==> src/sv/srng_pkg.sv <==
package srng_pkg;

    localparam int unsigned VALUE_W       = 31;
    localparam int unsigned MUL_W         = 15;
    localparam int unsigned PROD_W        = VALUE_W + MUL_W;

    // Table size must be a power of two; the index is then the top bits of the last output.
    localparam int unsigned TABLE_ENTRIES = 32;
    localparam int unsigned IDX_W         = $clog2(TABLE_ENTRIES);
    localparam int unsigned WARMUP_STEPS  = 8;
    localparam int unsigned SEED_STEPS    = WARMUP_STEPS + TABLE_ENTRIES;
    localparam int unsigned STEP_W        = $clog2(SEED_STEPS);

    localparam logic [MUL_W-1:0]   MUL_A = MUL_W'(16807);
    localparam logic [VALUE_W-1:0] MOD_M = VALUE_W'(2147483647);

    localparam logic [STEP_W-1:0] STEP_FIRST_FILL = STEP_W'(WARMUP_STEPS);
    localparam logic [STEP_W-1:0] STEP_LAST       = STEP_W'(SEED_STEPS - 1);

    typedef enum logic [4:0] {
        ST_IDLE = 5'b00001,
        ST_SMUL = 5'b00010,
        ST_SRED = 5'b00100,
        ST_DMUL = 5'b01000,
        ST_DRED = 5'b10000
    } state_t;

endpackage

==> src/sv/srng_ram.sv <==
module srng_ram #(
    parameter int unsigned WIDTH = 31,
    parameter int unsigned DEPTH = 32
) (
    input  logic                     clk,
    input  logic                     wr_en,
    input  logic [$clog2(DEPTH)-1:0] wr_addr,
    input  logic [WIDTH-1:0]         wr_data,
    input  logic [$clog2(DEPTH)-1:0] rd_addr,
    output logic [WIDTH-1:0]         rd_data
);

    logic [WIDTH-1:0] mem [DEPTH];

    always_ff @(posedge clk) begin
        if (wr_en) begin
            mem[wr_addr] <= wr_data;
        end
        rd_data <= mem[rd_addr];
    end

endmodule

==> src/sv/shuffled_park_miller_rng.sv <==
// Shuffled minimal-standard random number generator.
// Input channel (s_valid/s_ready/s_restart): each transaction requests one draw;
// s_restart = 1 reseeds from the seed register and refills the shuffle table first.
// Output channel (m_valid/m_ready/m_value): one 31-bit value per request.
// Configuration: cfg_wr_en/cfg_wr_data write the seed; it takes effect at the next
// seeding. A seed of 0 or 2^31-1 starts the generator from 1.
// Flow: an ordinary draw goes from acceptance through ST_DRED to the output register.
// The 31x15 multiply of the generator state runs while the block waits for a request,
// and the draw cycle does the mod 2^31-1 fold and the table swap. A new request is
// accepted only in ST_IDLE, after the last draw is done. A seeding runs 40 generator
// steps (ST_SMUL, ST_SRED) on that multiplier; ST_DMUL then restarts it for the draw.
// The shuffle table sits in a 32-entry RAM with registered read; the entry
// index comes from the last output and is read the cycle the draw starts.
// Reset: the seed register returns to 1 and the block is unseeded, so the first
// request after reset always seeds, whatever s_restart says.
// Stall: the result sits in an output register; a new request is still taken
// while it waits, but that draw holds in its final cycle until the register frees.
module shuffled_park_miller_rng
    import srng_pkg::*;
(
    input  logic               aclk,
    input  logic               aresetn,
    input  logic               cfg_wr_en,
    input  logic [VALUE_W-1:0] cfg_wr_data,
    input  logic               s_valid,
    output logic               s_ready,
    input  logic               s_restart,
    output logic               m_valid,
    input  logic               m_ready,
    output logic [VALUE_W-1:0] m_value
);

    state_t              state_reg, state_next;
    logic [VALUE_W-1:0]  seed_reg;
    logic [VALUE_W-1:0]  g_reg, g_next;
    logic [VALUE_W-1:0]  last_reg, last_next;
    logic                seeded_reg, seeded_next;
    logic [STEP_W-1:0]   step_reg, step_next;
    logic [PROD_W-1:0]   prod_reg;
    logic                m_valid_reg, m_valid_next;
    logic [VALUE_W-1:0]  m_value_reg, m_value_next;

    logic [VALUE_W:0]    fold_sum;
    logic [VALUE_W-1:0]  g_adv;
    logic [VALUE_W-1:0]  seed_start;
    logic [IDX_W-1:0]    draw_idx;
    logic [STEP_W-1:0]   fill_pos;
    logic                ram_wr_en;
    logic [IDX_W-1:0]    ram_wr_addr;
    logic [VALUE_W-1:0]  ram_rd_data;
    logic                accept;
    logic                out_free;

    // Fold the 46-bit product: 2^31 == 1 mod M.
    assign fold_sum = (VALUE_W+1)'(prod_reg[PROD_W-1:VALUE_W])
                    + (VALUE_W+1)'(prod_reg[VALUE_W-1:0]);
    assign g_adv    = (fold_sum >= (VALUE_W+1)'(MOD_M))
                    ? VALUE_W'(fold_sum - (VALUE_W+1)'(MOD_M))
                    : VALUE_W'(fold_sum);

    assign seed_start = (seed_reg == '0 || seed_reg == MOD_M) ? VALUE_W'(1) : seed_reg;
    assign draw_idx   = last_reg[VALUE_W-1 -: IDX_W];
    assign fill_pos   = STEP_LAST - step_reg;

    assign s_ready  = (state_reg == ST_IDLE);
    assign accept   = s_valid && s_ready;
    assign out_free = !m_valid_reg || m_ready;
    assign m_valid  = m_valid_reg;
    assign m_value  = m_value_reg;

    srng_ram #(
        .WIDTH (VALUE_W),
        .DEPTH (TABLE_ENTRIES)
    ) u_table (
        .clk     (aclk),
        .wr_en   (ram_wr_en),
        .wr_addr (ram_wr_addr),
        .wr_data (g_adv),
        .rd_addr (draw_idx),
        .rd_data (ram_rd_data)
    );

    always_comb begin
        state_next   = state_reg;
        g_next       = g_reg;
        last_next    = last_reg;
        seeded_next  = seeded_reg;
        step_next    = step_reg;
        m_valid_next = m_valid_reg && !m_ready;
        m_value_next = m_value_reg;
        ram_wr_en    = 1'b0;
        ram_wr_addr  = draw_idx;

        unique case (state_reg)
            ST_IDLE: begin
                if (accept) begin
                    if (s_restart || !seeded_reg) begin
                        g_next     = seed_start;
                        step_next  = '0;
                        state_next = ST_SMUL;
                    end else begin
                        state_next = ST_DRED;
                    end
                end
            end
            ST_SMUL: begin
                state_next = ST_SRED;
            end
            ST_SRED: begin
                g_next      = g_adv;
                ram_wr_en   = (step_reg >= STEP_FIRST_FILL);
                ram_wr_addr = fill_pos[IDX_W-1:0];
                if (step_reg == STEP_LAST) begin
                    // entry 0 is filled last, so it is also the new last output
                    last_next   = g_adv;
                    seeded_next = 1'b1;
                    state_next  = ST_DMUL;
                end else begin
                    step_next  = step_reg + STEP_W'(1);
                    state_next = ST_SMUL;
                end
            end
            ST_DMUL: begin
                state_next = ST_DRED;
            end
            ST_DRED: begin
                // hold here until the output register frees
                if (out_free) begin
                    g_next       = g_adv;
                    last_next    = ram_rd_data;
                    ram_wr_en    = 1'b1;
                    m_valid_next = 1'b1;
                    m_value_next = ram_rd_data;
                    state_next   = ST_IDLE;
                end
            end
            default: begin
                state_next = ST_IDLE;
            end
        endcase
    end

    always_ff @(posedge aclk) begin
        if (!aresetn) begin
            state_reg   <= ST_IDLE;
            seed_reg    <= VALUE_W'(1);
            g_reg       <= VALUE_W'(1);
            last_reg    <= '0;
            seeded_reg  <= 1'b0;
            step_reg    <= '0;
            m_valid_reg <= 1'b0;
        end else begin
            state_reg   <= state_next;
            g_reg       <= g_next;
            last_reg    <= last_next;
            seeded_reg  <= seeded_next;
            step_reg    <= step_next;
            m_valid_reg <= m_valid_next;
            if (cfg_wr_en) begin
                seed_reg <= cfg_wr_data;
            end
        end
    end

    // The product only ever comes from the current generator state.
    always_ff @(posedge aclk) begin
        prod_reg    <= PROD_W'(g_reg) * PROD_W'(MUL_A);
        m_value_reg <= m_value_next;
    end

    a_seeded_sticky: assert property (@(posedge aclk) disable iff (!aresetn)
        $past(seeded_reg) |-> seeded_reg)
        else $error("seeded flag dropped outside reset");

    a_gen_nonzero: assert property (@(posedge aclk) disable iff (!aresetn)
        g_reg != '0 && g_reg != MOD_M)
        else $error("generator state collapsed to zero");

    a_value_range: assert property (@(posedge aclk) disable iff (!aresetn)
        m_valid |-> (m_value != '0 && m_value != MOD_M))
        else $error("result outside generator range");

    a_busy_after_accept: assert property (@(posedge aclk) disable iff (!aresetn)
        (s_valid && s_ready) |=> !s_ready)
        else $error("request accepted while a draw is in flight");

endmodule

==> config.mk <==
export PLATFORM = sky130hd
export DESIGN_NAME = shuffled_park_miller_rng
export DESIGN_NICKNAME = d
export VERILOG_FILES = /design/src/sv/srng_pkg.sv /design/src/sv/srng_ram.sv /design/src/sv/shuffled_park_miller_rng.sv
export SDC_FILE = /design/constraint.sdc
export NUM_CORES = 2
export LEC_CHECK = 0
export BUFFER_PORTS_ARGS = -buffer_cell sky130_fd_sc_hd__buf_2
export CAP_MARGIN = 20
export CORE_MARGIN = 2
export CORE_UTILIZATION = 55
export DETAILED_ROUTE_END_ITERATION = 10
export PLACE_DENSITY = 0.8
export SYNTH_ARGS = -nofsm -noshare
export SYNTH_HDL_FRONTEND = slang
export SYNTH_SLANG_ARGS = --single-unit
==> constraint.sdc <==
create_clock -name aclk -period 14.6 [get_ports aclk]
set_clock_uncertainty 0.2 [all_clocks]
set_input_delay 4.38 -clock aclk [delete_from_list [all_inputs] [get_ports aclk]]
set_output_delay 4.38 -clock aclk [all_outputs]
set_load 0.02 [all_outputs]
* Word level (Yosys, flattened, before mapping) *
Memory sizes are Yosys's and may differ from the RTL's. A register that Yosys moved wholly into a read port is not among the register bits.
Index checks and enable logic that the tools add are counted.

cells by class
  reduce and logical (&&, ||, !) cells = 18
  add/sub/neg operators = 4
  multipliers = 1
  mux-type cells = 25
  eq/ne operators = 12
  order comparisons = 2

operators with widths
  cell                      number
  $mux W31                  7
  $pmux W31 S3              1
  $pmux W31 S2              1
  $mul A31 B15 Y46 const B  1
  $add A15 B31 Y32          1
  $ge A32 B31 Y1 const B    1
  $eq A31 B31 Y1 const B    1
  $logic_not A31 Y1         1
  $sub A31 B31 Y31 const B  1
  $pmux W5 S5               1
  $mux W5                   4
  $mux W6                   3
  $pmux W6 S2               1
  $reduce_and A4 Y1         2
  $add A6 B1 Y6 const B     1
  $eq A6 B6 Y1 const B      1
  $ge A6 B4 Y1 const B      1
  $ne A2 B2 Y1 const B      3
  $reduce_and A2 Y1         3
  $eq A5 B1 Y1 const B      1
  $eq A5 B2 Y1 const B      1
  $eq A5 B3 Y1 const B      1
  $eq A5 B4 Y1 const B      1
  $eq A5 B5 Y1 const B      1
  other kinds (11)          22

storage, ports and cells
  input port bits = 37
  memory bits (writable) = 992
  flip-flop bits (word level) = 183
  word-level logic and storage cells = 72
  output and inout bits = 33
  memories = 1

memory list
  memory       words  bits a word  rd ports  clocked after Yosys merged registers in  write ports  line            source
  u_table.mem  32     31           1         1                                        1            srng_ram.sv:13  logic [WIDTH-1:0] mem [DEPTH];

* Longest topological paths before layout *
  depth in word-level cells = 6
  depth in mapped cells = 23
  mapped depth without buffers = 23

* By module *
A second synthesis with hierarchy kept.

unflattened totals
  cell total of the unflattened synthesis = 3814
  area total of the unflattened synthesis = 54051.8 um^2

by module, submodules not included
  module                    cells each  sequential area each (um^2)  instances  area each (um^2)
  srng_ram                  2192        30409.2                      1          39163.8
  shuffled_park_miller_rng  1622        3453.3                       1          14888.0

* Worst setup path after synthesis *
OpenSTA, ideal clock, no wires.

  kind = input to register
  start point = input m_ready
  end point = memory u_table.mem[12][0], enable pin
  setup slack = 6237 ps
  stages = 6
  data arrival time = 7744 ps
  data required time = 13981 ps
  path through = nor2b_1 > nor2_1 > a21oi_1 > nor2b_1 > nand2_1 > nor2_1

between the ends
  word-level cells in the longest chain between the ends = 5

RTL lines
  item                           line                             source
  from (decl)                    shuffled_park_miller_rng.sv:29   input logic m_ready,
  $logic_or A1 B1 Y1             shuffled_park_miller_rng.sv:67   assign out_free = !m_valid_reg || m_ready;
  $mux W1                        shuffled_park_miller_rng.sv:128  if (out_free) begin
  $pmux W1 S2                    shuffled_park_miller_rng.sv:94   unique case (state_reg)
  $mux W1                        srng_ram.sv:16                   if (wr_en) begin
  $mux W1 (implied by the code)  srng_ram.sv:17                   mem[wr_addr] <= wr_data;
  to (decl)                      srng_ram.sv:13

No other way between the ends.

* Final worst setup path *
  start point = input m_ready
  end point = memory u_table.mem[1][22], enable pin

Same word-level chain as after synthesis.

==> flow_metrics.env <==
export IMPL_status="completed"
export IMPL_p_per_area_mw_per_mm2=200
export IMPL_ys_seq_elements=1180
export IMPL_via_count=30400
export IMPL_async_reset_ff_share_pct=0
export IMPL_final_common_cell="edfxtp_1"
export IMPL_worst_setup_path_end_kind="flop"
export IMPL_holdBufCountCts=0
export IMPL_grt_usage_pct=28.4
export IMPL_synth_edff_count=1023
export IMPL_syn_to_final_growth_pct=11.4
export IMPL_met2_usage_pct=45.0
export IMPL_cts_tree="yes"
export IMPL_fin_crit_sh_pct=49.7
export IMPL_die_w_um=316
export IMPL_tns_ns=0
export IMPL_fin_crit_ns=7.26
export IMPL_drive_above_1_share_pct=21.1
export IMPL_path_clk_slew_ns=0.07
export IMPL_hold_path_class="reg2reg"
export IMPL_hold_viol_final=0
export IMPL_h_tree_depth=3
export IMPL_reg2reg_from="g_reg[13]"
export IMPL_finalPower_mw=12.0
export IMPL_post_cts_setup_buffers=0
export IMPL_grt_first_pass_wirelength_mm=205
export IMPL_hold_depth=0
export IMPL_clock_sinks=1180
export IMPL_setup_viol=0
export IMPL_reg2reg_slack_ns=7.69
export IMPL_path_max_fanout=36
export IMPL_ys_seq_area_share_pct=63.1
export IMPL_grt_overflow_total=0
export IMPL_rsz0062_at_grt="no"
export IMPL_avgViaCountPerCell=6.54
export IMPL_grt_busiest_layer="met2"
export IMPL_coreArea_mm2=0.0967
export IMPL_cts_resized=0
export IMPL_die_area_mm2=0.100
export IMPL_synth_top_cell_area_share_pct=57.2
export IMPL_wirelength_mm=142
export IMPL_gp_congestion=0.932
export IMPL_timing_rr_end="prod_reg[43]"
export IMPL_root_buffer="clkbuf_16"
export IMPL_placed_cells=4431
export IMPL_worstPathRequired_ns=14.70
export IMPL_stdcell_count=4643
export IMPL_layout_common_cells="edfxtp_1 (1023), inv_1 (310), mux4_2 (310)"
export IMPL_grt_max_degree=149
export IMPL_grt_pass1_vias=30000
export IMPL_post_synth_top_area_cell="edfxtp_1"
export IMPL_worstSetupPathType="in2reg"
export IMPL_antenna_found_initial=14
export IMPL_clk_latency_ns=0.69
export IMPL_largest_register_ff_count=992
export IMPL_io_pins=70
export IMPL_synth_cell_types=82
export IMPL_syn_nets=3558
export IMPL_min_delay_start="u_table.rd_data[8]"
export IMPL_placed_area_mm2=0.0560
export IMPL_worstRegToRegCells=23
export IMPL_use_met3_pct=4.62
export IMPL_vdd_drop_max_v=0.000257
export IMPL_numCtsBuffers=109
export IMPL_pre_cts_ws_ns=6.74
export IMPL_dp_final_hpwl_mm=85.9
export IMPL_firstDrtPassIters=8
export IMPL_max_cap_violations=0
export IMPL_cts_buffer_depth=3
export IMPL_timing_final_ws_setup_ns=7.34
export IMPL_syn_cell_area_mm2=0.0537
export IMPL_detail_route_wl_per_cell_um=30.6
export IMPL_avgSynthCellArea_um2=16.9
export IMPL_synthCells=3181
export IMPL_synth_ff_type="edfxtp_1"
export IMPL_die_h_um=316
export IMPL_relSlewSlack_pct=21.0
export IMPL_yosys_top_cells_area="edfxtp_1 (57%), mux4_2 (13%), dfxtp_1 (5.9%)"
export IMPL_startpoint_type="input pin"
export IMPL_worst_slew_pin_slew_ns=1.18
export IMPL_rows=114
export IMPL_initial_utilization_pct=55.5
export IMPL_fmax_mhz=138
export IMPL_drtIter0Drc=4011
export IMPL_ant_nets=0
export IMPL_design_area_mm2=0.0598
export IMPL_p_leak_nw=20.9
export IMPL_nets=3653
export IMPL_gr_usage_met1_pct=39.4
export IMPL_arrival_ns=7.36
export IMPL_synth_warnings=0
export IMPL_report_final_slew_viol_count=0
export IMPL_hold_end="m_value[8]"
export IMPL_portBuffers=69
export IMPL_drc=0
[worst max-delay path by stage]
stage / from / to / slack (ns) / cells after the start
4_1_cts: m_ready / u_table.mem[1][22] / 7.44 / 8
3_5_place_dp: m_ready / u_table.mem[1][7] / 6.74 / 8
6_report: m_ready / u_table.mem[1][22] / 7.34 / 8
5_1_grt: m_ready / u_table.mem[2][17] / 7.22 / 8
2_1_floorplan: m_ready / u_table.mem[12][0] / 6.24 / 6
3_3_place_gp: m_ready / u_table.mem[1][7] / 6.82 / 8
[cell usage after synthesis, drive strengths merged, types with 6 or more instances]
master	instances
or4	7
nor3	23
nor4	19
xor2	20
mux2i	37
nand2b	14
buf	33
nand2	64
o311ai	6
nand3b	7
nor2b	40
clkbuf	96
fa	134
and2	10
a211o	6
mux4	310
o31a	7
dfxtp	157
o31ai	6
a221oi	7
edfxtp	1023
nor2	116
xnor2	53
nand4	31
or2	10
a211oi	18
inv	311
mux2	31
a21o	43
o21a	16
o221a	6
a21oi	102
ha	206
nand3	26
and3	19
o21ai	66
a31oi	12
o21bai	11
a2111oi	9
o211ai	7
[cell type report]
type                    count  area (um2)
repair buffers            113         853
clock inverters            48         429
fillers                  6557       36900
clock buffers             153        3180
inverters                 311        1170
multi-input cells        1561       18700
diodes                      1        2.50
well taps                1276        1600
flip-flops and latches   1180       33900
[power breakdown]
part / internal, mW / switching, mW
Clock: 1.63 / 1.26
Combinational: 1.35 / 2.93
Sequential: 4.68 / 0.128
[cells by family after synthesis]
family / after synthesis / synth area share, %
xor gates and xnor gates: 73 / 1.19
adders and majority gates: 340 / 9.79
buffers and inverters: 440 / 3.12
muxes: 378 / 14.3
and+or+nand+nor: 410 / 3.97
AOI/OAI and AO/OA: 360 / 4.53
DFF: 1180 / 63.1
[routing by layer]
metal  up-vias  share of wire [%]
li1      12500                  -
met3       342                 10
met2      2055                 48
met5         -              0.082
met1     15500                 37
met4        18                4.9
[worst max-delay path: stages]
cell and delay, ns:
buf_2 0.15, nor2b_1 0.10, nor2_4 0.08, buf_4 0.51, a21oi_1 0.12, nor2b_1 0.21, nand2_1 0.65, nor2_4 1.08
[metrics by stage]
stage / utilization [%] / hold WS [ns]
2_1_floorplan: - / 0.186
4_1_cts: 61.7 / 0.206
6_report: 61.9 / 0.207
3_5_place_dp: 57.9 / 0.189
5_1_grt: 61.9 / 0.212
3_3_place_gp: 57.9 / 0.189
Power figures use the tool's default switching activity.
